===== src/gfb_pkg.sv =====
// Package for the gradient fill block: field widths, register indexes,
// style codes and the structs that pass between the front, queue and back.
// No dependencies.
package gfb_pkg;

    localparam int NCH        = 3;   // red, green, blue
    localparam int CH_W       = 16;  // width of one packed color channel
    localparam int PIX_W      = 8;   // width of one output channel
    localparam int POS_W      = 13;  // column / row width
    localparam int DIM_W      = 14;  // frame width / height register width
    localparam int COLOR_W    = NCH * CH_W;
    localparam int NUM_W      = POS_W + CH_W;  // |pos * diff|
    localparam int Q_W        = CH_W;          // quotient magnitude < 2**16
    localparam int STEPS      = 2;             // quotient bits per divider stage
    localparam int DIV_STAGES = Q_W / STEPS;

    localparam int CFG_IDX_W  = 3;
    localparam int CFG_DATA_W = COLOR_W;

    typedef logic [CFG_IDX_W-1:0] cfg_idx_t;
    localparam cfg_idx_t CFG_STYLE        = 3'd0;
    localparam cfg_idx_t CFG_FIRST_COLOR  = 3'd1;
    localparam cfg_idx_t CFG_SECOND_COLOR = 3'd2;
    localparam cfg_idx_t CFG_WIDTH        = 3'd3;
    localparam cfg_idx_t CFG_HEIGHT       = 3'd4;
    localparam cfg_idx_t CFG_BRIGHTNESS   = 3'd5;

    typedef logic [1:0] style_t;
    localparam style_t STYLE_SOLID = 2'd0;
    localparam style_t STYLE_HORIZ = 2'd1;
    localparam style_t STYLE_VERT  = 2'd2;

    // Classified pixel: solid fill travels as pos 0, ext 1.
    typedef struct packed {
        logic [POS_W-1:0] pos;
        logic [DIM_W-1:0] ext;
    } job_t;

    // Side data that rides along the divider.
    typedef struct packed {
        logic [NCH-1:0][CH_W-1:0] c1;
        logic [NCH-1:0]           neg;
    } tag_t;

endpackage


===== src/gfb_front.sv =====
// Front end of the gradient fill: accepts pixel coordinates and classifies
// them into (position, extent) jobs. Depends on gfb_pkg.
module gfb_front #(
    parameter int MAX_DIM = 8192
) (
    input  logic                      aclk,
    input  logic                      aresetn,
    input  logic                      s_valid,
    output logic                      s_ready,
    input  logic [gfb_pkg::POS_W-1:0] s_column,
    input  logic [gfb_pkg::POS_W-1:0] s_row,
    input  gfb_pkg::style_t           fill_style,
    input  logic [gfb_pkg::DIM_W-1:0] frame_width,
    input  logic [gfb_pkg::DIM_W-1:0] frame_height,
    output logic                      job_valid,
    input  logic                      job_ready,
    output gfb_pkg::job_t             job
);
    import gfb_pkg::*;

    logic             vld_reg;
    logic             vld_next;
    job_t             job_reg;
    job_t             job_next;
    logic [DIM_W-1:0] ext_raw;
    logic [DIM_W-1:0] ext_sat;
    logic [POS_W-1:0] pos_raw;
    logic             take;

    assign s_ready   = !vld_reg || job_ready;
    assign take      = s_valid && s_ready;
    assign job_valid = vld_reg;
    assign job       = job_reg;

    always_comb begin
        pos_raw = '0;
        ext_raw = DIM_W'(1);
        case (fill_style)
            STYLE_HORIZ: begin
                pos_raw = s_column;
                ext_raw = frame_width;
            end
            STYLE_VERT: begin
                pos_raw = s_row;
                ext_raw = frame_height;
            end
            default: begin
                pos_raw = '0;
                ext_raw = DIM_W'(1);
            end
        endcase

        // Zero extent acts as one; clip to the largest supported dimension.
        ext_sat = ext_raw;
        if (ext_raw == '0) begin
            ext_sat = DIM_W'(1);
        end else if (32'(ext_raw) > MAX_DIM) begin
            ext_sat = DIM_W'(MAX_DIM);
        end

        job_next.ext = ext_sat;
        if ({1'b0, pos_raw} >= ext_sat) begin
            job_next.pos = POS_W'(ext_sat - DIM_W'(1));
        end else begin
            job_next.pos = pos_raw;
        end

        vld_next = vld_reg;
        if (take) begin
            vld_next = 1'b1;
        end else if (job_ready) begin
            vld_next = 1'b0;
        end
    end

    always_ff @(posedge aclk) begin
        if (!aresetn) begin
            vld_reg <= 1'b0;
        end else begin
            vld_reg <= vld_next;
        end
    end

    always_ff @(posedge aclk) begin
        if (take) begin
            job_reg <= job_next;
        end
    end

endmodule


===== config.mk =====
export PLATFORM = sky130hd
export DESIGN_NAME = gfb_front
export DESIGN_NICKNAME = d
export VERILOG_FILES = /design/src/gfb_pkg.sv /design/src/gfb_front.sv
export SDC_FILE = /design/constraint.sdc
export NUM_CORES = 1
export LEC_CHECK = 0
export BUFFER_PORTS_ARGS = -buffer_cell sky130_fd_sc_hd__clkbuf_2
export CAP_MARGIN = 0
export CORE_AREA = 2 2 82 84
export CTS_CLUSTER_DIAMETER = 30
export DETAILED_ROUTE_END_ITERATION = 8
export DIE_AREA = 0 0 84 86
export MAX_ROUTING_LAYER = met4
export PLACE_DENSITY = 0.71
export SLEW_MARGIN = 30
export SYNTH_ARGS = -nofsm -noshare
export SYNTH_HDL_FRONTEND = slang
export SYNTH_SLANG_ARGS = --single-unit

===== constraint.sdc =====
create_clock -name aclk -period 8.9 [get_ports aclk]
set_input_delay 0.445 -clock aclk [delete_from_list [all_inputs] [get_ports aclk]]
set_output_delay 0.445 -clock aclk [all_outputs]
set_load 0.1 [all_outputs]

== After elaboration in Yosys (flattened, before gate mapping) ==
Index checks and enable logic that the tools add are counted.

* Word-level logic and storage cells: 20
* Bits in registers: 28
* Input port bits: 60
* Output and inout port bits: 29

* Muxes and demuxes: 7
* Eq/ne operators: 2
* Magnitude comparators: 2
* Add/sub/neg operators: 1
* Reduce and logical (&&, ||, !) cells: 5

{| class="wikitable"
|+ Operators with widths
! operator !! number
|-
| $mux 14 || 2
|-
| $pmux 14 s2 || 1
|-
| $pmux 13 s2 || 1
|-
| $ge 13x14->1 || 1
|-
| $gt 14x14->1 const B || 1
|-
| $logic_not 14->1 || 1
|-
| $mux 13 || 1
|-
| $sub 13x1->13 const B || 1
|-
| $eq 2x1->1 const B || 1
|-
| $eq 2x2->1 const B || 1
|-
| $mux 1 || 2
|-
| $reduce_bool 2->1 || 1
|-
| $logic_and 1x1->1 || 1
|-
| $logic_not 1->1 || 1
|-
| $logic_or 1x1->1 || 1
|}

== Logic depth before layout (Yosys ltp) ==
* Word-level depth: 7
* Depth in mapped cells: 18
* Depth with buffers taken out: 14

== Least setup slack after synthesis ==
Ideal clock, no wire load.

* Kind: in2reg
* Start: input port fill_style[0]
* End: register job_reg, in the netlist job[17] (data pin)
* Stages: 17
* Arrival time: 3.623 ns
* Setup slack: 5.017 ns
* Required time: 8.640 ns
* Library setup time: 0.260 ns
* Path buffers: 3
* Cells stage by stage: inv_1 > ha_1 > buf_2 > a221oi_4 > nand4_1 > or4_1 > buf_2 > nand2b_1 > a21oi_1 > ha_1 > nand2b_1 > a211oi_1 > o21ai_0 > nand2_1 > a21oi_1 > buf_2 > mux2_2

{| class="wikitable"
|+ RTL lines
! what !! line !! text
|-
| from (decl) || gfb_front.sv:12 || <nowiki>input gfb_pkg::style_t fill_style,</nowiki>
|-
| to (signal assigned) || gfb_front.sv:86 || <nowiki>job_reg <= job_next;</nowiki>
|-
| to (decl) || gfb_front.sv:23 || <nowiki>job_t job_reg;</nowiki>
|}

==> reports/metrics.cfg <==
[power]
p_clk_share_pct=16.4
pwr-share-seq_pct=35.0
swShare_pct=44.17
p_per_area_nw_per_um2=176.8
pwr-share-comb_pct=48.6
p_switching_mw=0.2095
p_int_mw=0.2649
irDropWorstVdd_mv=0.07827
leakagePower_nw=1.315

[timing]
setup_slack_ps=4800
tightest_slew_ps=569.9
rsz0062_at_grt=false
finClkSkew_ps=3.866
max_freq_mhz=243.9
fin_tns_setup_ps=0
finalHoldViolCount=0
fin_crit_sh_pct=46.07
period_minus_slack_ps=4100
slew_headroom_pct=61.66
drv_slew=0
hold_slack_ps=393.6
setup_violations=0

[grt]
grt_max_degree=32
grt.met3_usage_pct=1.636
globalRouteOverflowTotal=0
use_met1_pct=24.10
top_usage_layer=met2
antenna_found_initial=0
grt_pass1_vias=1900
grt_use_total_pct=16.51
grt_first_pass_wirelength_mm=9.321
grt_use_met2_pct=24.51

[die]
die_area_sq_um=7224
ios=89
die_h_microns=86
rows=29
start_util_pct=33.92
die_x_microns=84
core-area_sq_um=6277

[logic_synthesis]
ys_seq_area_share_pct=39.01
synth_async_sr_flop_share_pct=0
ys_types=38
synthTopCellsByArea=edfxtp_1, ha_1, a22oi_1
synth_top_area_share_pct=38.07
yosysMostFrequentCell=edfxtp_1
synth_top_area_cell=edfxtp_1
ys_seq_elements=28
netlist_instances=223
ys_warn_count=0
synth_commonest_cells=edfxtp_1, nor2_1, a22oi_1, inv_1, ha_1
synthesis.area_sq_um=2130
syn_area_per_cell_sq_um=9.550
syn_nets=299
synth_edf_count=27
ys.flop_type=edfxtp_1

[drt]
drc=0
dr.pass1.iters=5
wl_per_cell_microns=14.45
drt_wl_total_mm=5.535
viasPerCell=5.115
routed-via-count=1959
ant_nets=0
drt_iter0_drc=110

[clocking]
cts_buffers=3
cts_sinks=28
cts_resized=0
holdBufCountCts=0
post-cts-setup-buffers=0
tritoncts=built
clockRootBuffer=clkbuf_8
clk_latency_ps=270
cts.htree.levels=1
clockBufferDepth=2
path_clk_slew_ps=90

[layout]
final-seq-area_sq_um=830.8
nets=383
diodes=0
final_util_pct=42.75
fillers=626
largest_register_ffs=27
layout-drive-gt1-share_pct=37.25
area_growth_pct=26.03
multi_input_area_sq_um=1160

[placed_design]
place_congestion=0.8835
numPortBuffers=88
hpwlAfterDp_mm=4.360
post-place-ws_ps=4155

[worst_setup_path]
slowest_stage=ha_2
max_stage_delay_ps=670
r2r-start=job_valid$_SDFFE_PN0P_
cp_max_fo=31
crit_family=simple AND/OR/NAND/NOR gates
crit_start=fill_style[0]
endpoint_kind=flip-flop
crit_required_ps=8930
crit_type=input port to flip-flop
start_kind=input port
cp_num_buf_inv=3
arrival_ps=4130
crit_chain=clkbuf_2 -> inv_1 -> ha_2 -> nor2_1 -> or4_1 -> nand2b_1 -> a21oi_1 -> ha_1 -> nand2b_1 -> a211oi_1 -> o21ai_0 -> nand2_1 -> a21oi_1 -> buf_4 -> mux2_2

[job]
maxCapViolCount=0

[worst_hold_path]
hp-start=aresetn
hold_class=input port to flip-flop

[run_status]
status=complete, no violations

==> final timing paths <==
| check | endpoint | slack [ps] | cells past startpoint |
|---|---|---|---|
| max | job[25]$_DFFE_PP_ | 4800 | 15 |
| min | job_valid$_SDFFE_PN0P_ | 390 | 2 |
| max reg2reg | job[22]$_DFFE_PP_ | 7690 | 3 |
| min reg2reg | job_valid$_SDFFE_PN0P_ | 540 | 2 |
==> power by group through the flow <==
stage               Sequential (mW)  Clock, mW  Combinational (mW)
floorplan                     0.264          0              0.0876
global placement              0.170          0               0.228
detailed placement            0.169          0               0.230
CTS                           0.166     0.0807               0.231
global route                  0.167     0.0839               0.249
finish                        0.166     0.0780               0.231
==> cell type report <==
type | instances | share of cell area, %
Inverter | 19 | 2.657
Clock buffer | 4 | 2.051
Multi-Input combinational cell | 163 | 43.22
Timing Repair Buffer | 92 | 17.53
Tap cell | 77 | 3.590
Sequential cell | 28 | 30.96
==> worst register-to-register path, cell delays in order, from the launching register on <==
cell and delay [ps]:
dfxtp_1 320, nand2b_1 90, and2_1 130, buf_4 330
==> metrics by stage <==
| stage | power, mW | instance area [sq um] | instances |
|---|---|---|---|
| 2_1_floorplan | 0.3520 | 2130 | 223 |
| 3_3_place_gp | 0.3976 | 2626 | 379 |
| 3_5_place_dp | 0.3990 | 2626 | 379 |
| 4_1_cts | 0.4777 | 2681 | 383 |
| 5_1_grt | 0.4994 | 2684 | 383 |
| 6_report | 0.4744 | 2684 | 383 |
==> layout by cell type, fill, tap and decap left out, types with 2 or more instances in the layout <==
master,count
clkbuf_2,88
edfxtp_1,27
nor2_1,26
a22oi_1,25
inv_1,19
nand2_1,15
ha_1,15
mux2_2,12
o21ai_0,11
a21oi_1,9
nand2b_1,4
nor3_1,4
xor2_1,4
mux2i_1,4
clkbuf_8,4
buf_4,4
or2_2,3
or4_1,3
nor4_1,3
a21o_1,3
nand4_1,2
nand3_1,2
a211oi_1,2
and3_1,2
a32oi_1,2
==> routing by layer <==
layer | vias up | wire [microns] | part of all wire, %
met5 | - | 0 | 0
met4 | 0 | 60 | 1.1
met3 | 4 | 289 | 5.2
met2 | 64 | 2394 | 43
met1 | 892 | 2791 | 50
li1 | 999 | - | -
==> logic make-up after synthesis <==
| family | count (synthesis) | share of synthesized area (%) |
|---|---|---|
| buffers and inverters | 32 | 6.639 |
| AOI/OAI and AO/OA | 59 | 19.92 |
| xor gates and xnor gates | 5 | 2.056 |
| and+or+nand+nor | 67 | 14.75 |
| DFF | 28 | 39.01 |
| muxes | 16 | 8.226 |
| adders and majority gates | 16 | 9.401 |
Power figures use the tool's default switching activity.
