**src/gfb_pkg.sv**
```systemverilog
// Package for the gradient fill block: field widths, register indexes,
// style codes and the structs that pass between the front, queue and back.
// No dependencies.
package gfb_pkg;

    localparam int NCH        = 3;   // red, green, blue
    localparam int CH_W       = 16;  // width of one packed color channel
    localparam int PIX_W      = 8;   // width of one output channel
    localparam int POS_W      = 13;  // column / row width
    localparam int DIM_W      = 14;  // frame width / height register width
    localparam int COLOR_W    = NCH * CH_W;
    localparam int NUM_W      = POS_W + CH_W;  // |pos * diff|
    localparam int Q_W        = CH_W;          // quotient magnitude < 2**16
    localparam int STEPS      = 2;             // quotient bits per divider stage
    localparam int DIV_STAGES = Q_W / STEPS;

    localparam int CFG_IDX_W  = 3;
    localparam int CFG_DATA_W = COLOR_W;

    typedef logic [CFG_IDX_W-1:0] cfg_idx_t;
    localparam cfg_idx_t CFG_STYLE        = 3'd0;
    localparam cfg_idx_t CFG_FIRST_COLOR  = 3'd1;
    localparam cfg_idx_t CFG_SECOND_COLOR = 3'd2;
    localparam cfg_idx_t CFG_WIDTH        = 3'd3;
    localparam cfg_idx_t CFG_HEIGHT       = 3'd4;
    localparam cfg_idx_t CFG_BRIGHTNESS   = 3'd5;

    typedef logic [1:0] style_t;
    localparam style_t STYLE_SOLID = 2'd0;
    localparam style_t STYLE_HORIZ = 2'd1;
    localparam style_t STYLE_VERT  = 2'd2;

    // Classified pixel: solid fill travels as pos 0, ext 1.
    typedef struct packed {
        logic [POS_W-1:0] pos;
        logic [DIM_W-1:0] ext;
    } job_t;

    // Side data that rides along the divider.
    typedef struct packed {
        logic [NCH-1:0][CH_W-1:0] c1;
        logic [NCH-1:0]           neg;
    } tag_t;

endpackage

```
**src/gfb_divider.sv**
```systemverilog
// Pipelined restoring divider for the three gradient channels, two
// quotient bits per stage, with side data carried alongside. Depends on gfb_pkg.
module gfb_divider (
    input  logic                                   aclk,
    input  logic                                   aresetn,
    input  logic                                   adv,
    input  logic                                   in_vld,
    input  logic [gfb_pkg::NCH-1:0][gfb_pkg::NUM_W-1:0] in_num,
    input  logic [gfb_pkg::DIM_W-1:0]              in_den,
    input  gfb_pkg::tag_t                          in_tag,
    output logic                                   out_vld,
    output logic [gfb_pkg::NCH-1:0][gfb_pkg::Q_W-1:0]   out_quo,
    output gfb_pkg::tag_t                          out_tag
);
    import gfb_pkg::*;

    logic                           vld_reg [DIV_STAGES];
    logic [NCH-1:0][DIM_W-1:0]      rem_reg [DIV_STAGES];
    logic [NCH-1:0][Q_W-1:0]        wrk_reg [DIV_STAGES];
    logic [DIM_W-1:0]               den_reg [DIV_STAGES];
    tag_t                           tag_reg [DIV_STAGES];

    for (genvar s = 0; s < DIV_STAGES; s++) begin : g_stage
        logic                      src_vld;
        logic [NCH-1:0][DIM_W-1:0] src_rem;
        logic [NCH-1:0][Q_W-1:0]   src_wrk;
        logic [DIM_W-1:0]          src_den;
        tag_t                      src_tag;
        logic [NCH-1:0][DIM_W-1:0] rem_next;
        logic [NCH-1:0][Q_W-1:0]   wrk_next;

        if (s == 0) begin : g_first
            always_comb begin
                src_vld = in_vld;
                src_den = in_den;
                src_tag = in_tag;
                for (int c = 0; c < NCH; c++) begin
                    // Upper dividend bits are already below the divisor.
                    src_rem[c] = DIM_W'(in_num[c][NUM_W-1:Q_W]);
                    src_wrk[c] = in_num[c][Q_W-1:0];
                end
            end
        end else begin : g_rest
            always_comb begin
                src_vld = vld_reg[s-1];
                src_rem = rem_reg[s-1];
                src_wrk = wrk_reg[s-1];
                src_den = den_reg[s-1];
                src_tag = tag_reg[s-1];
            end
        end

        always_comb begin
            logic [DIM_W:0]   trial;
            logic [DIM_W-1:0] r;
            logic [Q_W-1:0]   w;
            logic             bit_q;
            for (int c = 0; c < NCH; c++) begin
                r = src_rem[c];
                w = src_wrk[c];
                for (int j = 0; j < STEPS; j++) begin
                    trial = {r, w[Q_W-1]};
                    bit_q = (trial >= {1'b0, src_den});
                    if (bit_q) begin
                        r = DIM_W'(trial - {1'b0, src_den});
                    end else begin
                        r = trial[DIM_W-1:0];
                    end
                    w = {w[Q_W-2:0], bit_q};
                end
                rem_next[c] = r;
                wrk_next[c] = w;
            end
        end

        always_ff @(posedge aclk) begin
            if (!aresetn) begin
                vld_reg[s] <= 1'b0;
            end else if (adv) begin
                vld_reg[s] <= src_vld;
            end
        end

        always_ff @(posedge aclk) begin
            if (adv) begin
                rem_reg[s] <= rem_next;
                wrk_reg[s] <= wrk_next;
                den_reg[s] <= src_den;
                tag_reg[s] <= src_tag;
            end
        end
    end

    assign out_vld = vld_reg[DIV_STAGES-1];
    assign out_quo = wrk_reg[DIV_STAGES-1];
    assign out_tag = tag_reg[DIV_STAGES-1];

endmodule

```
**src/gfb_back.sv**
```systemverilog
// Back end of the gradient fill: multiply, divide, brightness and clamp,
// ending in the output register. Depends on gfb_pkg and gfb_divider.
module gfb_back (
    input  logic                         aclk,
    input  logic                         aresetn,
    input  logic                         job_valid,
    output logic                         job_ready,
    input  gfb_pkg::job_t                job,
    input  logic [gfb_pkg::COLOR_W-1:0]  first_color,
    input  logic [gfb_pkg::COLOR_W-1:0]  second_color,
    input  logic signed [gfb_pkg::PIX_W-1:0] brightness,
    output logic                         m_valid,
    input  logic                         m_ready,
    output logic [gfb_pkg::PIX_W-1:0]    m_red,
    output logic [gfb_pkg::PIX_W-1:0]    m_green,
    output logic [gfb_pkg::PIX_W-1:0]    m_blue
);
    import gfb_pkg::*;

    logic                     adv;
    logic                     pop;

    // multiply stage
    logic                     mul_vld_reg;
    logic [NCH-1:0][NUM_W-1:0] mul_num_reg;
    logic [NCH-1:0][NUM_W-1:0] mul_num_next;
    logic [DIM_W-1:0]         mul_den_reg;
    tag_t                     mul_tag_reg;
    tag_t                     mul_tag_next;

    // divider outputs
    logic                     div_vld;
    logic [NCH-1:0][Q_W-1:0]  div_quo;
    tag_t                     div_tag;

    // output stage
    logic                     out_vld_reg;
    logic [NCH-1:0][PIX_W-1:0] pix_reg;
    logic [NCH-1:0][PIX_W-1:0] pix_next;

    // The whole back pipeline moves together whenever the output is free.
    assign adv       = !out_vld_reg || m_ready;
    assign job_ready = adv;
    assign pop       = job_valid && adv;

    always_comb begin
        logic [CH_W-1:0]       c1;
        logic [CH_W-1:0]       c2;
        logic signed [CH_W:0]  diff;
        logic [CH_W-1:0]       mag;
        for (int c = 0; c < NCH; c++) begin
            // red sits in the top 16 bits
            c1   = first_color[(NCH-1-c)*CH_W +: CH_W];
            c2   = second_color[(NCH-1-c)*CH_W +: CH_W];
            diff = $signed({1'b0, c2}) - $signed({1'b0, c1});
            mag  = diff[CH_W] ? CH_W'(-diff) : diff[CH_W-1:0];
            mul_num_next[c]     = NUM_W'(job.pos) * NUM_W'(mag);
            mul_tag_next.c1[c]  = c1;
            mul_tag_next.neg[c] = diff[CH_W];
        end
    end

    always_ff @(posedge aclk) begin
        if (!aresetn) begin
            mul_vld_reg <= 1'b0;
        end else if (adv) begin
            mul_vld_reg <= pop;
        end
    end

    always_ff @(posedge aclk) begin
        if (adv) begin
            mul_num_reg <= mul_num_next;
            mul_den_reg <= job.ext;
            mul_tag_reg <= mul_tag_next;
        end
    end

    gfb_divider u_div (
        .aclk    (aclk),
        .aresetn (aresetn),
        .adv     (adv),
        .in_vld  (mul_vld_reg),
        .in_num  (mul_num_reg),
        .in_den  (mul_den_reg),
        .in_tag  (mul_tag_reg),
        .out_vld (div_vld),
        .out_quo (div_quo),
        .out_tag (div_tag)
    );

    always_comb begin
        logic signed [CH_W+1:0]  q_s;
        logic signed [CH_W+1:0]  v;
        logic [PIX_W-1:0]        hi;
        logic signed [PIX_W+1:0] sum;
        for (int c = 0; c < NCH; c++) begin
            q_s = $signed({2'b00, div_quo[c]});
            if (div_tag.neg[c]) begin
                q_s = -q_s;
            end
            v = $signed({2'b00, div_tag.c1[c]}) + q_s;
            if (v < 0) begin
                hi = '0;
            end else if (v > $signed((CH_W+2)'(16'hffff))) begin
                hi = '1;
            end else begin
                hi = v[CH_W-1:PIX_W];
            end
            sum = $signed({2'b00, hi}) + (PIX_W+2)'(brightness);
            if (sum < 0) begin
                pix_next[c] = '0;
            end else if (sum > $signed((PIX_W+2)'(255))) begin
                pix_next[c] = '1;
            end else begin
                pix_next[c] = sum[PIX_W-1:0];
            end
        end
    end

    always_ff @(posedge aclk) begin
        if (!aresetn) begin
            out_vld_reg <= 1'b0;
        end else if (adv) begin
            out_vld_reg <= div_vld;
        end
    end

    always_ff @(posedge aclk) begin
        if (adv) begin
            pix_reg <= pix_next;
        end
    end

    assign m_valid = out_vld_reg;
    assign m_red   = pix_reg[0];
    assign m_green = pix_reg[1];
    assign m_blue  = pix_reg[2];

endmodule
```
**config.mk**
```make
export PLATFORM = sky130hd
export DESIGN_NAME = gfb_back
export DESIGN_NICKNAME = d
export VERILOG_FILES = /design/src/gfb_pkg.sv /design/src/gfb_divider.sv /design/src/gfb_back.sv
export SDC_FILE = /design/constraint.sdc
export NUM_CORES = 2
export LEC_CHECK = 0
export BUFFER_PORTS_ARGS = -buffer_cell sky130_fd_sc_hd__buf_2
export CORE_UTILIZATION = 40
export DETAILED_ROUTE_END_ITERATION = 7
export GPL_TIMING_DRIVEN = 0
export MAX_ROUTING_LAYER = met4
export PLACE_DENSITY_LB_ADDON = 0.15
export SYNTH_ARGS = -nofsm -noshare
export SYNTH_HDL_FRONTEND = slang
export SYNTH_HIERARCHICAL = 1
export SYNTH_SLANG_ARGS = --single-unit
export TNS_END_PERCENT = 100
```
**constraint.sdc**
```tcl
create_clock -name aclk -period 41.5 [get_ports aclk]
set_input_delay 8.3 -clock aclk [delete_from_list [all_inputs] [get_ports aclk]]
set_output_delay 8.3 -clock aclk [all_outputs]
set_load 0.02 [all_outputs]
```
# Word level (Yosys, flattened, before mapping)
# Memory sizes are Yosys's and may differ from the RTL's. A register that Yosys moved wholly into a read port is not among the register bits.
# Index checks and enable logic that the tools add are counted.
word_totals:
  memories: 5
  regBits: 177
  mem_bits_rw: 1248
  rom_bits: 0
  latchBits: 0
memory_table:
  columns: ["memory", "depth", "word_bits", "rd", "rd_clocked_by_memory_dff", "wr", "line", "source"]
  rows:
  - ["u_div.tag_reg", 8, 51, 8, 0, 8, "gfb_divider.sv:21", "tag_t tag_reg [DIV_STAGES];"]
  - ["u_div.wrk_reg", 8, 48, 8, 0, 8, "gfb_divider.sv:19", "logic [NCH-1:0][Q_W-1:0] wrk_reg [DIV_STAGES];"]
  - ["u_div.rem_reg", 8, 42, 7, 0, 8, "gfb_divider.sv:18", "logic [NCH-1:0][DIM_W-1:0] rem_reg [DIV_STAGES];"]
  - ["u_div.den_reg", 8, 14, 7, 0, 8, "gfb_divider.sv:20", "logic [DIM_W-1:0] den_reg [DIV_STAGES];"]
  - ["u_div.vld_reg", 8, 1, 8, 1, 8, "gfb_divider.sv:17", "logic vld_reg [DIV_STAGES];"]
classes:
  bitwise_logic: 8
  n_addsub: 63
  shifts: 0
  eq_ne: 0
  multipliers: 3
  n_mux: 76
  reduce_logical: 4
  order_cmp: 60
  div_mod_pow: 0
op_table:
  columns: ["cell", "count"]
  rows:
  - ["$ge A15 B14 Y1", 45]
  - ["$mux W14", 48]
  - ["$sub A14 B14 Y14", 48]
  - ["$mul A13 B16 Y29", 3]
  - ["$mux W8", 9]
  - ["$add A17 B18 Y18", 3]
  - ["$gt A18 B17 Y1 const B", 3]
  - ["$lt A18 B1 Y1 const B", 3]
  - ["$mux W18", 3]
  - ["$neg A16 Y18", 3]
  - ["$sub A16 B16 Y17", 3]
  - ["$mux W16", 3]
  - ["$neg A16 Y16", 3]
  - ["$ge A14 B14 Y1", 3]
  - ["$add A9 B8 Y10", 3]
  - ["$gt A10 B9 Y1 const B", 3]
  - ["$lt A10 B1 Y1 const B", 3]
  - ["$mux W1", 13]
  - ["$or A1 B1 Y1", 8]
  - ["$logic_not A1 Y1", 2]
  - ["$logic_and A1 B1 Y1", 1]
  - ["$logic_or A1 B1 Y1", 1]

# Longest topological paths before layout
# An unclocked memory read counts as a cell.
logic_depth:
  ltp_word: 10
  depth_mapped: 37
  ltp_nobuf: 34

# Modules after synthesis
# Netlist, hierarchy kept.
modules_own_cells:
  columns: ["mod", "n_inst", "cells_per_inst", "area_per_inst_um2"]
  rows:
  - ["gfb_divider", 1, 6107, 72221.8]
  - ["gfb_back", 1, 3580, 32916.6]

# Worst setup path after synthesis
# No wires, ideal clock.
synth_timing:
  kind: "input to output"
  startpoint: "input port m_ready"
  endpoint: "output port job_ready"
  path_slack_ns: -1.629
  stages: 2
  path_buffers: 0
  required_ns: 33.200
  t_arrival_ns: 34.829
  path_cell_list: "nor2b_1 > inv_1"
synth_via:
  elab_chain_len: 1
synth_rtl:
  columns: ["element", "line", "source"]
  rows:
  - ["from (decl)", "gfb_back.sv:13", "input logic m_ready,"]
  - ["$logic_or A1 B1 Y1", "gfb_back.sv:42", "assign adv = !out_vld_reg || m_ready;"]
  - ["to (decl)", "gfb_back.sv:7", "output logic job_ready,"]
# Every way passes these cells.

# Worst setup path after layout
# Ends and elaborated chain as after synthesis.

==> qor.txt <==
Fmax: 54.0 MHz
DIE WIDTH: 515 µm
Synthesized net count: 11400
Post-CTS Resized: 0
Antenna viol nets, final: 0
Final setup fails: 0
Insertion delay to the later sink of the worst-skew pair: 840 ps
Core Util, Final: 44.5%
Placed inst area: 0.111 mm²
Setup bufs post-CTS: 0
Site Rows: 187
Worst Max-Slew Pin Slew: 1370 ps
Outcome: complete, no violations
Mean post-synth cell area: 10.9 µm²
Vias: 73700
CTS tree: done
1st-iter DRT viols: 4964
Largest net degree at the start of global routing: 48
RSZ-0062 raised after global routing: no
Finished Cell Area: 0.116 mm²
Skew final: 79.3 ps
Hold path cells: 0
Mapped cell area: 0.105 mm²
Startpoint types: input port
Kind of end point of the critical path: primary output
IO buf count: 155
Reg-to-reg slack, setup: 34140 ps
DIE AREA: 0.265 mm²
Hold_buf cts: 0
Area leader, netlist: edfxtp_1
Max_slew headroom: 8.78%
Die Y: 515 µm
Vias in the first global route: 74300
Share of the synthesized area in the top cell type: 39.0%
Distinct cells, synth: 118
Sequential area share after synthesis: 39.1%
Global-route wire length before repair: 450 mm
R2R Path Start: u_div/den_reg[2][1]$_DFFE_PP_
Number of synthesized flops with an enable pin: 1367
Final min period: 18510 ps
Max Fanout on Critical Path: 47
Commonest non-fill, non-tap cells in the layout: edfxtp_1, ha_1, inv_1
Via-per-instance ratio: 5.40
Routed wire per std cell: 21.7 µm
Reg2reg end: u_div/rem_reg[3][11]$_DFFE_PP_
Critical path type: in -> out
Hold_sp: u_div/tag_reg[0][132]$_DFFE_PP_
Initial core utilization: 40.4%
Slew Limit Fails: 0
Hold Crit Class: reg -> reg
Period utilisation layout: 44.6%
Cell count after synthesis: 9687
Dpl hpwl: 237 mm
Worst R2R Path Depth: 22
PnR worst setup slack: 22990 ps
Arrival @ worst endpoint: 10210 ps
Async SR Flop Fraction: 0%
Filler cells: 24400
DP Worst Slack: 22990 ps
Clock tree buffer depth: 3
CP required: 33200 ps
Placeable Area: 0.260 mm²
I/O pin total: 161
Drc violations: 0
Commonest non-fill, non-tap cell in the layout: edfxtp_1
Max_cap viols: 0
CTS Sinks: 1370
Post-Route WL: 296 mm
Fin Hold WS: 386 ps
Total CTS buffers: 153
Clock root buffer: clkbuf_16
Area grow syn2layout: 10.3%
H-tree lvl count: 4
Top FF cell, synth: edfxtp_1
Top cells by area, synth: edfxtp_1, ha_1, fa_1
Nets: 11700
Clock slew at reported path FFs: 60 ps
Ys Warns: 6
Initial antenna violation count: 26
Total track usage: 23.0%
Synth Register Bits: 1370
1st-pass router iterations: 6
Final Hold Viols: 0
Largest register FFs: 408
GPL Wtd Cong: 0.952
Share of cells above drive strength 1: 9.77%
Hold Path Sink: u_div/tag_reg[0][183]$_DFFE_PP_
GR Overflow Total: 0
[critical path, stage by stage]
cell        delay [ps]
buf_2              100
nor2b_1            310
clkinvlp_4         340
buf_12             260
buf_12             220
buf_12             220
buf_12             210
buf_2              190
[cells by family (layout without fill, tap and decap cells)]
kind of cell	count (synthesis)	after routing	synth area share [%]
xor gates and xnor gates	661	661	5.52
AOI/OAI and AO/OA	1981	1981	12.3
buffers and inverters	1239	1701	4.54
and+or+nand+nor	2399	2399	11.3
DFF	1370	1370	39.1
other	0	9	0
adders and majority gates	1539	1539	22.0
muxes	498	498	5.26
[cell type report]
type | count | area (µm²) | area share, %
Timing Repair Buffer | 189 | 1460 | 1.26
Sequential cell | 1370 | 41100 | 35.5
Multi-Input combinational cell | 7078 | 59300 | 51.1
Inverter | 1019 | 3830 | 3.30
Clock buffer | 171 | 3900 | 3.36
Tap cell | 3496 | 4370 | 3.77
Clock inverter | 102 | 1070 | 0.923
Antenna cell | 9 | 22.5 | 0.0194
Buffer | 220 | 943 | 0.814
[synth_stat cells (54+ instances only)]
cell	count
clkbuf_1	162
a211oi_1	55
inv_1	1017
a21oi_1	568
nor2_1	437
xor2_1	198
fa_1	516
mux2_2	411
edfxtp_1	1367
a21o_1	209
xnor2_1	462
nor2b_1	164
nand3_1	114
o21a_1	111
nand2b_1	109
and2_1	238
ha_1	1023
nand4_1	114
o21ai_0	414
nand2_1	758
o21bai_1	73
mux2i_1	80
nor3_1	176
o31ai_1	54
a31oi_1	94
[how the worst max path moves through the flow]
| stage | slack, ps | endpoint | start | cells past startpoint |
|---|---|---|---|---|
| after floorplan | 9790 | job_ready | m_ready | 2 |
| after global placement | -1800 | job_ready | m_ready | 4 |
| after detailed placement | 22990 | job_ready | m_ready | 8 |
| after CTS | 22980 | job_ready | m_ready | 8 |
| after global routing | 22820 | job_ready | m_ready | 8 |
| final | 22990 | job_ready | m_ready | 8 |
[per-layer routing]
metal | part of all wire [%] | track usage, % | vias up
met5 | 0 | - | -
met4 | 3.5 | 7.70 | 0
met3 | 3.8 | 2.37 | 411
met2 | 48 | 38.0 | 1595
met1 | 45 | 29.5 | 36200
li1 | - | - | 35500
[metrics by stage]
step / setup TNS, ps / std cells
after floorplan: 0 / 9687
after global placement: -1800 / 13300
final: 0 / 13700
after CTS: 0 / 13600
after detailed placement: 0 / 13400
after global routing: 0 / 13600
Power is left out: the tool's default activity adds up to more than one toggle a clock period on the data nets, which glitch-free logic cannot reach.
