**src/gfb_pkg.sv**
```systemverilog
// Package for the gradient fill block: field widths, register indexes,
// style codes and the structs that pass between the front, queue and back.
// No dependencies.
package gfb_pkg;

    localparam int NCH        = 3;   // red, green, blue
    localparam int CH_W       = 16;  // width of one packed color channel
    localparam int PIX_W      = 8;   // width of one output channel
    localparam int POS_W      = 13;  // column / row width
    localparam int DIM_W      = 14;  // frame width / height register width
    localparam int COLOR_W    = NCH * CH_W;
    localparam int NUM_W      = POS_W + CH_W;  // |pos * diff|
    localparam int Q_W        = CH_W;          // quotient magnitude < 2**16
    localparam int STEPS      = 2;             // quotient bits per divider stage
    localparam int DIV_STAGES = Q_W / STEPS;

    localparam int CFG_IDX_W  = 3;
    localparam int CFG_DATA_W = COLOR_W;

    typedef logic [CFG_IDX_W-1:0] cfg_idx_t;
    localparam cfg_idx_t CFG_STYLE        = 3'd0;
    localparam cfg_idx_t CFG_FIRST_COLOR  = 3'd1;
    localparam cfg_idx_t CFG_SECOND_COLOR = 3'd2;
    localparam cfg_idx_t CFG_WIDTH        = 3'd3;
    localparam cfg_idx_t CFG_HEIGHT       = 3'd4;
    localparam cfg_idx_t CFG_BRIGHTNESS   = 3'd5;

    typedef logic [1:0] style_t;
    localparam style_t STYLE_SOLID = 2'd0;
    localparam style_t STYLE_HORIZ = 2'd1;
    localparam style_t STYLE_VERT  = 2'd2;

    // Classified pixel: solid fill travels as pos 0, ext 1.
    typedef struct packed {
        logic [POS_W-1:0] pos;
        logic [DIM_W-1:0] ext;
    } job_t;

    // Side data that rides along the divider.
    typedef struct packed {
        logic [NCH-1:0][CH_W-1:0] c1;
        logic [NCH-1:0]           neg;
    } tag_t;

endpackage

```
**src/gfb_queue.sv**
```systemverilog
// Short job queue between the front and back of the gradient fill.
// Depends on gfb_pkg.
module gfb_queue #(
    parameter int DEPTH = 4
) (
    input  logic          aclk,
    input  logic          aresetn,
    input  logic          wr_valid,
    output logic          wr_ready,
    input  gfb_pkg::job_t wr_job,
    output logic          rd_valid,
    input  logic          rd_ready,
    output gfb_pkg::job_t rd_job
);
    import gfb_pkg::*;

    localparam int PTR_W = (DEPTH > 1) ? $clog2(DEPTH) : 1;
    localparam int CNT_W = $clog2(DEPTH + 1);

    job_t             slot_reg [DEPTH];
    logic [PTR_W-1:0] wr_ptr_reg;
    logic [PTR_W-1:0] wr_ptr_next;
    logic [PTR_W-1:0] rd_ptr_reg;
    logic [PTR_W-1:0] rd_ptr_next;
    logic [CNT_W-1:0] count_reg;
    logic [CNT_W-1:0] count_next;
    logic             push;
    logic             pop;

    assign wr_ready = (count_reg != CNT_W'(DEPTH));
    assign rd_valid = (count_reg != '0);
    assign rd_job   = slot_reg[rd_ptr_reg];
    assign push     = wr_valid && wr_ready;
    assign pop      = rd_valid && rd_ready;

    always_comb begin
        wr_ptr_next = wr_ptr_reg;
        rd_ptr_next = rd_ptr_reg;
        if (push) begin
            wr_ptr_next = (wr_ptr_reg == PTR_W'(DEPTH - 1)) ? '0 : wr_ptr_reg + PTR_W'(1);
        end
        if (pop) begin
            rd_ptr_next = (rd_ptr_reg == PTR_W'(DEPTH - 1)) ? '0 : rd_ptr_reg + PTR_W'(1);
        end
        count_next = count_reg;
        if (push && !pop) begin
            count_next = count_reg + CNT_W'(1);
        end else if (pop && !push) begin
            count_next = count_reg - CNT_W'(1);
        end
    end

    always_ff @(posedge aclk) begin
        if (!aresetn) begin
            wr_ptr_reg <= '0;
            rd_ptr_reg <= '0;
            count_reg  <= '0;
        end else begin
            wr_ptr_reg <= wr_ptr_next;
            rd_ptr_reg <= rd_ptr_next;
            count_reg  <= count_next;
        end
    end

    always_ff @(posedge aclk) begin
        if (push) begin
            slot_reg[wr_ptr_reg] <= wr_job;
        end
    end

endmodule

```
**config.mk**
```make
export PLATFORM = sky130hd
export DESIGN_NAME = gfb_queue
export DESIGN_NICKNAME = d
export VERILOG_FILES = /design/src/gfb_pkg.sv /design/src/gfb_queue.sv
export SDC_FILE = /design/constraint.sdc
export NUM_CORES = 1
export LEC_CHECK = 0
export ABC_AREA = 1
export CELL_PAD_IN_SITES_DETAIL_PLACEMENT = 1
export CELL_PAD_IN_SITES_GLOBAL_PLACEMENT = 1
export CORE_MARGIN = 2
export CORE_UTILIZATION = 51
export CTS_CLUSTER_DIAMETER = 30
export DETAILED_ROUTE_END_ITERATION = 8
export DONT_BUFFER_PORTS = 1
export GPL_TIMING_DRIVEN = 0
export PLACE_DENSITY_LB_ADDON = 0.25
export REMOVE_ABC_BUFFERS = 1
export SYNTH_ARGS = -nofsm -noshare
export SYNTH_HDL_FRONTEND = slang
export SYNTH_SLANG_ARGS = --single-unit
export TNS_END_PERCENT = 30
```
**constraint.sdc**
```tcl
create_clock -name aclk -period 2.5 [get_ports aclk]
set_input_delay 0.25 -clock aclk [delete_from_list [all_inputs] [get_ports aclk]]
set_output_delay 0.25 -clock aclk [all_outputs]
set_load 0.02 [all_outputs]
```
Yosys cells after proc, flatten, opt, wreduce, memory -nomap -nowiden
Memories as Yosys holds them, arrays and structs flattened. A register that Yosys moved wholly into a read port is not among the register bits.
Index checks and enable logic that the tools add are counted.
- $add $sub $neg: 4
- eq/ne operators: 3
- multiplexer cells: 8
- reduce and logical (&&, ||, !) cells: 8
- operators by type and width (kind ; count):
    2-bit 2-to-1 mux ; 4
    3-bit 2-to-1 mux ; 2
    2-bit by 1-bit adder with 2-bit output (second input constant) ; 2
    2-bit == test (second input constant) ; 2
    1-bit logical AND ; 4
    3-bit by 1-bit adder with 3-bit output (second input constant) ; 1
    3-bit != test (second input constant) ; 1
    3-bit nonzero test ; 1
    3-bit by 1-bit subtractor with 3-bit output (second input constant) ; 1
    1-bit logical NOT ; 2
    1-bit 2-to-1 mux ; 2
    2-bit nonzero test ; 1
- flip-flop bits (word level): 7
- memory bits (writable): 108
- bits of input ports: 31
- output and inout bits: 29
- logic and storage cells: 27
- memories: 1
- memory list (name ; words ; bits a word ; read ports ; clocked after memory_dff ; wr ports ; line ; text):
    slot_reg ; 4 ; 27 ; 1 ; 1 ; 1 ; gfb_queue.sv:20 ; job_t slot_reg [DEPTH];

Logic depth before layout (Yosys ltp)
Gate-level depths: netlist of the first run.
- depth after elaboration: 6
- mapped depth: 13
- gate-level depth less buffers: 13

Worst setup path after synthesis of the first run
Ideal clock, no wire load.
- kind: register to register
- start point: reg count_reg[1]
- end point: mem slot_reg[0][0] in the netlist's numbering (enable)
- library setup time: 0.411 ns
- data arrival time: 1.998 ns
- data required time: 2.089 ns
- slack: 0.091 ns
- stages on the path, launching flop included: 5
- buffers on the path: 0
- period minus slack after synthesis: 2.409 ns
- path through: dfxtp_1 > nor2_1 > nand2_1 > nand2_1 > nor2_1
- longest elaborated chain between the ends: 4
- ends and longest elaborated chain (what ; line ; text):
    start: declaration ; gfb_queue.sv:25 ; logic [CNT_W-1:0] count_reg;
    start signal: assignment ; gfb_queue.sv:61 ; count_reg <= count_next;
    3-bit != test ; gfb_queue.sv:30 ; assign wr_ready = (count_reg != CNT_W'(DEPTH));
    via wr_ready ; gfb_queue.sv:9 ; output logic wr_ready,
    1-bit logical AND ; gfb_queue.sv:33 ; assign push = wr_valid && wr_ready;
    1-bit 2-to-1 mux ; gfb_queue.sv:66 ; if (push) begin
    1-bit 2-to-1 mux (not written as such) ; gfb_queue.sv:67 ; slot_reg[wr_ptr_reg] <= wr_job;
    end: declaration ; gfb_queue.sv:20 ;
The timed path passes the listed nets, and every way through them passes these cells.

==> impl_metrics.tcl, run 1 <==
set metrics [dict create \
    syn2layout_area_growth_pct 20.1 \
    post-cts-setup-buffers 0 \
    min_path_type "in -> reg" \
    outcome "completed" \
    placementRows 34 \
    grt_start_max_net_pins 55 \
    drive_gt1_share_pct 9.76 \
    ioPinCount 60 \
    critPathMaxFanout 28 \
    synth_area_mm2 0.00455 \
    synthCells 331 \
    worstSetupPathType "reg -> out" \
    drt_wl_total_mm 10.3 \
    start_kind "register" \
    multiInputGateArea_um2 931 \
    clock_path_buffers 2 \
    fin_cells 487 \
    max_stage_delay_ns 0.70 \
    finalSetupViolCount 0 \
    start_util_pct 52.4 \
    dpl_cell_area_mm2 0.00458 \
    cp-end-kind "output port" \
    drt_iter0_drc 118 \
    yosys_most_used_dff "edfxtp_1" \
    min_from "rd_ready" \
    synth_common_cells "edfxtp_1, nor2_1, o21ai_0, o22ai_1, o21ai_1" \
    h-tree-depth 4 \
    grt_pass1_wl_mm 16.2 \
    chipWidth_um 98.4 \
    final_area_mm2 0.00546 \
    synth_largest_area_cell "edfxtp_1" \
    dp_cells 424 \
    ys_ff_latch 117 \
    timing.rr.start "count_reg[1]$_SDFFE_PN0P_" \
    cts_num_sinks 117 \
    die_h_um 98.4 \
    async_flop_share_pct 0 \
    drc 0 \
    core_mm2 0.00868 \
    skew_ns 0.0101 \
    p_per_area_mw_per_mm2 1170 \
    regArea_mm2 0.00343 \
    worst_slew_pin_slew_ns 0.943 \
    antenna_found_initial 0 \
    crit_arrival_ns 2.04 \
    period_needed_ns 2.29 \
    ys_warn_count 0 \
    hpwl_mm 5.18 \
    synth_area_leaders "edfxtp_1, nor2_1, dfxtp_1" \
    slew_headroom_pct 37.0 \
    antenna_cells 0 \
    fillers 846 \
    die_area_mm2 0.00968 \
    dr_total_vias 2800 \
    clkLatencyLatePin_ns 0.51 \
    leakagePower_nw 1.90 \
    avgSynthCellArea_um2 13.7 \
    path_clk_slew_ns 0.06 \
    cp.buffers_inverters 1 \
    via_per_inst 5.75 \
    critical_path_required_ns 2.25 \
    grt_pass1_vias 3055 \
    ant_nets 0 \
    routedWlPerCell_um 21.1 \
    hold_violations 0 \
    gp_congestion 0.684 \
    synth_cell_type_count 20 \
    firstDrtPassIters 4 \
    largest_register_ffs 108 \
    path_delay_family "flip-flops" \
    yosysSeqAreaShare_pct 75.3 \
    synth_top_area_share_pct 71.3 \
    crit_chain "clkinv_4 -> o21ai_1 -> o22ai_1" \
    drv_cap 0 \
    yosysMostFrequentCell "edfxtp_1" \
    critPathSlowestCell "dfxtp_2" \
    grt-ovfl-total 0 \
    synth-edff-count 108 \
    nNetsFinal 404 \
    rsz0062_at_grt "no" \
    grt_usage_pct 22.6 \
    finalSetupTns_ns 0 \
    holdWs_ns 0.0945 \
    drv_slew 0 \
    irDropWorstVdd_mv 0.577 \
    cts_tree "done" \
    fmax_mhz 437 \
    io_buffers 0 \
    numCtsBuffers 17 \
    finalCritPeriodShare_pct 91.5 \
    cts-root-buf "clkbuf_8" \
]
[worst paths after layout]
kind	slack, ns	end	cells after the start
setup / recovery	0.21	rd_job[17]	3
hold reg to reg	0.54	count_reg[1]$_SDFFE_PN0P_	2
setup reg to reg	0.28	wr_ptr_reg[1]$_SDFFE_PN0P_	7
hold / removal	0.09	register	3
[kinds of logic after synthesis]
kind of cell               count (synthesis)  share of synthesized area (%)
AOI/OAI and AO/OA                         86                           10.2
and+or+nand+nor                           88                           7.46
DFF                                      117                           75.3
adders and majority gates                  7                           2.09
buffers and inverters                     33                           4.93
[per-stage QoR]
| step | util, % | setup WS [ns] | power [mW] |
|---|---|---|---|
| finish | 62.9 | 0.212 | 6.40 |
| global route | 62.9 | 0.0755 | 6.70 |
| CTS | 62.9 | 0.143 | 6.44 |
| detailed placement | 52.8 | 0.159 | 4.04 |
| global placement | 52.2 | -0.996 | 3.96 |
| floorplan | - | 0.0914 | 3.64 |
[worst min-delay path, delay by kind of cell]
kind          cells  cell delay (ns)
simple gates      3             0.31
[what timing repair did]
| item | in CTS | in global routing |
|---|---|---|
| pin swaps | 0 | 0 |
| hold buffers | 31 | 0 |
| endpoints found under the hold margin | 117 | 0 |
| resized for setup | 1 | 1 |
| endpoints found under the setup margin | 27 | 2 |
[final cells by class]
type	instances	area share [%]
Inverter	17	1.40
Clock buffer	20	7.79
Tap cell	108	2.47
Clock inverter	12	2.50
Multi-Input combinational cell	181	17.0
Sequential cell	117	62.7
Timing Repair Buffer	32	6.05
[metal layers]
metal | GRT usage [%] | up-vias | share of wire [%]
li1 | - | 1285 | -
met1 | 26.2 | 1433 | 39
met2 | 39.2 | 76 | 56
met3 | 6.52 | 6 | 4.6
met4 | 10.0 | 0 | 0.91
met5 | 0 | - | 0
[cell usage in the layout, fill, tap and decap left out, types with 6 or more instances in the layout]
cell type | synthesis | layout
clkbuf_16 | 0 | 16
nand2_1 | 15 | 14
dlygate4sd3_1 | 0 | 31
inv_1 | 15 | 15
ha_1 | 6 | 6
o21ai_1 | 23 | 23
o22ai_1 | 27 | 27
o21ai_0 | 33 | 33
edfxtp_1 | 108 | 108
nor2_1 | 69 | 65
clkinv_2 | 0 | 6
dfxtp_1 | 9 | 7
[report_power, final]
part           switching (mW)  total, mW  internal (mW)
Sequential              0.153       2.56           2.40
Clock                   0.825       2.32           1.50
Combinational            1.15       1.52          0.373
(Power assumes the default switching activity.)
==> inputs of run 2 (changes only) <==
--- a/config.mk
+++ b/config.mk
@@ -9,13 +9,15 @@
 export CELL_PAD_IN_SITES_DETAIL_PLACEMENT = 1
 export CELL_PAD_IN_SITES_GLOBAL_PLACEMENT = 1
 export CORE_MARGIN = 2
-export CORE_UTILIZATION = 51
+export CORE_UTILIZATION = 46
 export CTS_CLUSTER_DIAMETER = 30
+export CTS_CLUSTER_SIZE = 10
 export DETAILED_ROUTE_END_ITERATION = 8
 export DONT_BUFFER_PORTS = 1
 export GPL_TIMING_DRIVEN = 0
 export PLACE_DENSITY_LB_ADDON = 0.25
 export REMOVE_ABC_BUFFERS = 1
+export SETUP_SLACK_MARGIN = 0.02
 export SYNTH_ARGS = -nofsm -noshare
 export SYNTH_HDL_FRONTEND = slang
 export SYNTH_SLANG_ARGS = --single-unit
==> constraint.sdc (replaced) <==
create_clock -name aclk -period 1.85 [get_ports aclk]
set_input_delay 0.185 -clock aclk [delete_from_list [all_inputs] [get_ports aclk]]
set_output_delay 0.185 -clock aclk [all_outputs]
set_load 0.02 [all_outputs]
==> impl_metrics.tcl, run 2 (synthesis gave the netlist of run 1 again) <==
set metrics [dict create \
    crit_arrival_ns 1.65 \
    hold_violations 0 \
    drt_iter0_drc 164 \
    path_depth 4 \
    max_stage_delay_ns 0.42 \
    nNetsFinal 414 \
    pre_cts_ws_ns -0.476 \
    critPathMaxFanout 27 \
    rsz0062_at_grt "yes" \
    grt_usage_pct 22.8 \
    drive_gt1_share_pct 23.4 \
    start_kind "register" \
    crit_chain "buf_12 -> inv_16 -> o21ai_0 -> o22ai_2" \
    numCtsBuffers 17 \
    path_clk_slew_ns 0.06 \
    worst_slew_pin_slew_ns 0.942 \
    ant_nets 0 \
    slew_headroom_pct 37.0 \
    antenna_cells 0 \
    placementRows 36 \
    die_h_um 103 \
    finalSetupViolCount 0 \
    ioPinCount 60 \
    via_per_inst 5.47 \
    fmax_mhz 544 \
    mostFrequentLayoutCells "edfxtp_1, nor2_1, dlygate4sd3_1, o21ai_0, o22ai_2" \
    antenna_found_initial 0 \
    period_needed_ns 1.84 \
    drv_cap 0 \
    final_area_mm2 0.00598 \
    min_path_type "in -> reg" \
    skew_ns 0.00886 \
    cts-root-buf "clkbuf_8" \
    outcome "completed" \
    cts_tree "done" \
    gp_congestion 0.657 \
    irDropWorstVdd_mv 0.855 \
    finalSetupTns_ns 0 \
    critPathSlowestCell "dfxtp_4" \
    finalCritPeriodShare_pct 99.3 \
    r2r_cells 9 \
    chipWidth_um 103 \
    h-tree-depth 4 \
    firstDrtPassIters 5 \
    drv_slew 0 \
    critical_path_required_ns 1.66 \
    leakagePower_nw 2.12 \
    clkLatencyLatePin_ns 0.52 \
    dpl_cell_area_mm2 0.00462 \
    worstSetupPathType "reg -> out" \
    grt_pass1_vias 3114 \
    path_delay_family "compound AO/OA/AOI/OAI gates" \
    routedWlPerCell_um 22.3 \
    grt_start_max_net_pins 28 \
    drc 0 \
    clock_path_buffers 2 \
    holdWs_ns 0.110 \
    final_common_cell "edfxtp_1" \
    timing.final.ws_setup_ns 0.0134 \
    hold_depth 4 \
    drt_wl_total_mm 11.6 \
    core_mm2 0.00968 \
    cts_num_sinks 117 \
    cp.buffers_inverters 2 \
    start_util_pct 46.9 \
    grt_pass1_wl_mm 17.1 \
    largest_register_ffs 108 \
    p_per_area_mw_per_mm2 1650 \
    dr_total_vias 2856 \
    die_area_mm2 0.0107 \
    io_buffers 0 \
    cp-end-kind "output port" \
    hpwl_mm 4.97 \
    syn2layout_area_growth_pct 31.7 \
    grt-ovfl-total 0 \
]
## run 2: cell count changes in the layout (fill, tap and decap cells not counted), moves of 3 or more
cell      previous run  this run
nand2_4              0         3
o22ai_2              0        26
dfxtp_1              7         3
o22ai_1             27         0
nand2_1             14        11
clkbuf_8             1         5
buf_4                0         4
o21ai_0             33        29
dfxtp_4              0         4
## run 2: layer usage
layer | GRT usage [%] | share of wire [%] | vias to the layer above
met1 | 25.3 | 40 | 1465
li1 | - | - | 1307
met3 | 7.39 | 5.4 | 14
met5 | 0 | 0 | -
met2 | 40.6 | 54 | 70
met4 | 8.40 | 1.1 | 0
## run 2: worst reg2reg max path: stages (launching register included)
cell,delay [ns]
dfxtp_4,0.35
nor2_4,0.16
nand2_4,0.14
nand2_8,0.13
inv_1,0.06
ha_2,0.20
inv_2,0.07
fa_2,0.43
o21ai_2,0.12
nor2_1,0.05
## run 2: report_power, final
group	switching (mW)	internal (mW)
clock network	1.11	2.45
registers	0.163	3.27
logic	1.96	0.892
total	3.24	6.61
## run 2: cell type report
| type | instances | area [um2] |
|---|---|---|
| repair inverters | 1 | 16.3 |
| flip-flops and latches | 117 | 3440 |
| multi-input cells | 182 | 1170 |
| clock inverters | 10 | 174 |
| well taps | 133 | 166 |
| clock buffers | 22 | 473 |
| fillers | 891 | 3700 |
| inverters | 17 | 92.6 |
| repair buffers | 40 | 452 |
## run 2: final timing paths
kind | startpoint | endpoint | slack [ns]
worst max register to register | count_reg[1]$_SDFFE_PN0P_ | count_reg[1]$_SDFFE_PN0P_ | 0.04
worst max-delay path | register | rd_job[19] | 0.01
worst min register to register | count_reg[0]$_SDFFE_PN0P_ | count_reg[0]$_SDFFE_PN0P_ | 0.52
worst min-delay path | wr_valid | count_reg[0]$_SDFFE_PN0P_ | 0.11
## run 2: repair_timing
item	4_1_cts	5_1_grt
hold endpoints to repair	117	0
hold buffers	31	0
setup endpoints to repair	138	121
pin swaps	11	25
gates cloned	4	0
resized for setup	53	11
setup buffers	4	2
## run 2: stage by stage
step                      power, mW  util [%]  cells
after floorplan                4.92         -    315
after global placement         5.35      47.1    448
after detailed placement       5.47      47.7    449
after CTS                      9.72      61.4    520
after global routing           10.2      61.8    522
final                          9.86      61.8    522
==> inputs of run 3 (changes only) <==
--- a/config.mk
+++ b/config.mk
@@ -9,15 +9,18 @@
 export CELL_PAD_IN_SITES_DETAIL_PLACEMENT = 1
 export CELL_PAD_IN_SITES_GLOBAL_PLACEMENT = 1
 export CORE_MARGIN = 2
-export CORE_UTILIZATION = 46
+export CORE_UTILIZATION = 48
+export CTS_BUF_LIST = sky130_fd_sc_hd__clkbuf_2
 export CTS_CLUSTER_DIAMETER = 30
 export CTS_CLUSTER_SIZE = 10
 export DETAILED_ROUTE_END_ITERATION = 8
 export DONT_BUFFER_PORTS = 1
 export GPL_TIMING_DRIVEN = 0
+export HOLD_SLACK_MARGIN = 0.02
 export PLACE_DENSITY_LB_ADDON = 0.25
 export REMOVE_ABC_BUFFERS = 1
 export SETUP_SLACK_MARGIN = 0.02
+export SLEW_MARGIN = 20
 export SYNTH_ARGS = -nofsm -noshare
 export SYNTH_HDL_FRONTEND = slang
 export SYNTH_SLANG_ARGS = --single-unit
==> impl_metrics.tcl, run 3 (synthesis gave the netlist of run 1 again) <==
set metrics [dict create \
    outcome "finished, violations left" \
    ioPinCount 60 \
    cts_tree "done" \
    power.switching_mw 3.56 \
    p_per_area_mw_per_mm2 1430 \
    placementRows 35 \
    numCtsBuffers 17 \
    drv_cap 0 \
    grt_pass1_wl_mm 18.8 \
    crit_chain "buf_12 -> buf_8 -> o21ai_4 -> o22ai_4" \
    dr_total_vias 3010 \
    ant_nets 0 \
    grt_pass1_vias 3365 \
    finalSetupViolCount 25 \
    drive_gt1_share_pct 37.5 \
    final_common_cell "edfxtp_1" \
    violations "setup timing" \
    fmax_mhz 508 \
    grt_usage_pct 25.5 \
    nNetsFinal 433 \
    hpwl_mm 5.33 \
    worst_slew_pin_slew_ns 0.559 \
    firstDrtPassIters 4 \
    drc 0 \
    critPathSlowestCell "dfxtp_4" \
    critPathMaxFanout 6 \
    core_mm2 0.00920 \
    drv_slew 0 \
    fillers 835 \
    start_util_pct 49.4 \
    antenna_found_initial 0 \
    die_h_um 101 \
    min_path_type "in -> reg" \
    grt-ovfl-total 0 \
    hold_violations 0 \
    routedWlPerCell_um 23.4 \
    max_stage_delay_ns 0.46 \
    rsz0062_at_grt "yes" \
    seqPwrFrac_pct 39.2 \
    die_area_mm2 0.0103 \
    switching_share_pct 40.4 \
    internal-power_mw 5.25 \
    grt_start_max_net_pins 28 \
    largest_register_ffs 108 \
    chipWidth_um 101 \
    worstSetupPathType "reg -> out" \
    clock_power_share_pct 19.0 \
    irDropWorstVdd_mv 0.782 \
    critical_path_required_ns 1.66 \
    gp_congestion 0.647 \
    crit_arrival_ns 1.78 \
    cp-end-kind "output port" \
    comb_power_share_pct 41.8 \
    start_kind "register" \
    syn2layout_area_growth_pct 35.9 \
    clock_path_buffers 2 \
    io_buffers 0 \
    timing.final.ws_setup_ns -0.119 \
    mostFrequentLayoutCells "edfxtp_1, nor2_1, dlygate4sd3_1, o21ai_1, o21ai_2" \
    skew_ns 0.0268 \
    h-tree-depth 4 \
    holdWs_ns 0.243 \
    slew_headroom_pct 62.7 \
    period_needed_ns 1.97 \
    via_per_inst 5.80 \
    pre_cts_ws_ns -0.473 \
    clkLatencyLatePin_ns 0.65 \
    drt_iter0_drc 168 \
    finalCritPeriodShare_pct 106 \
    leakagePower_nw 2.11 \
    path_clk_slew_ns 0.19 \
    cts_num_sinks 117 \
    antenna_cells 0 \
    drt_wl_total_mm 12.2 \
    cts-root-buf "clkbuf_2" \
]
[run 3: cell count changes in the layout (fill, tap and decap cells not counted), moves of 13 or more]
cell | previous run | this run
clkbuf_16 | 16 | 0
nor2_1 | 64 | 38
o22ai_2 | 26 | 13
nor2_2 | 1 | 18
clkbuf_2 | 0 | 17
o21ai_0 | 29 | 6
o22ai_4 | 1 | 14
o21ai_2 | 2 | 19
[run 3: final timing paths]
| kind | from | end | slack, ns | cells after the start |
|---|---|---|---|---|
| worst max register to register | count_reg[1]$_SDFFE_PN0P_ | count_reg[2]$_SDFFE_PN0P_ | 0.01 | 12 |
| worst min register to register | count_reg[0]$_SDFFE_PN0P_ | count_reg[0]$_SDFFE_PN0P_ | 0.54 | 2 |
| worst max-delay path | register | rd_job[17] | -0.12 | 4 |
| worst min-delay path | wr_job[14] | slot_reg[2][14]$_DFFE_PP_ | 0.24 | 1 |
[run 3: through the flow]
stage	cell area, um2	power, mW	utilization, %	std cells	TNS, ns
6_report	6180	8.81	67.2	519	-1.86
5_1_grt	6180	9.24	67.2	519	-4.65
4_1_cts	6130	8.68	66.6	521	-1.94
3_5_place_dp	4700	5.55	51.1	431	-32.41
3_3_place_gp	4540	5.35	49.3	426	-198.90
2_1_floorplan	4400	4.92	-	315	-63.07
[run 3: routing by layer]
layer	vias to the layer above	share of wire (%)	GRT usage [%]
li1	1350	-	-
met4	0	1.5	8.94
met3	15	4.8	5.24
met5	-	0	0
met2	103	55	46.5
met1	1542	39	29.9
[run 3: power groups by stage]
stage / clock network, mW / logic (mW) / registers (mW)
after floorplan: 0 / 1.44 / 3.48
after global placement: 0 / 1.76 / 3.59
after global routing: 1.81 / 3.94 / 3.49
final: 1.67 / 3.69 / 3.46
after detailed placement: 0 / 2.00 / 3.54
after CTS: 1.66 / 3.60 / 3.42
[run 3: critical path, delay by kind of cell (launching register included)]
kind            cells  cell delay, ns
compound gates      2            0.33
flops               1            0.46
buf+inv             2            0.35
[run 3: what timing repair did]
action                                  CTS  global route
setup buffers                            22             0
gates resized for setup                 146            25
endpoints found under the setup margin  133            38
hold buffers                             31             0
gates cloned                              5             0
pin swaps                                30            22
hold endpoints to repair                135             0
[run 3: final cells by class]
class	count	area (um2)	share of cell area, %
Sequential cell	117	3440	55.6
Timing Repair Buffer	59	777	12.6
Timing Repair inverter	2	31.3	0.506
Clock inverter	15	155	2.51
Multi-Input combinational cell	181	1470	23.8
Clock buffer	17	85.1	1.38
Inverter	17	85.1	1.38
Tap cell	111	139	2.25
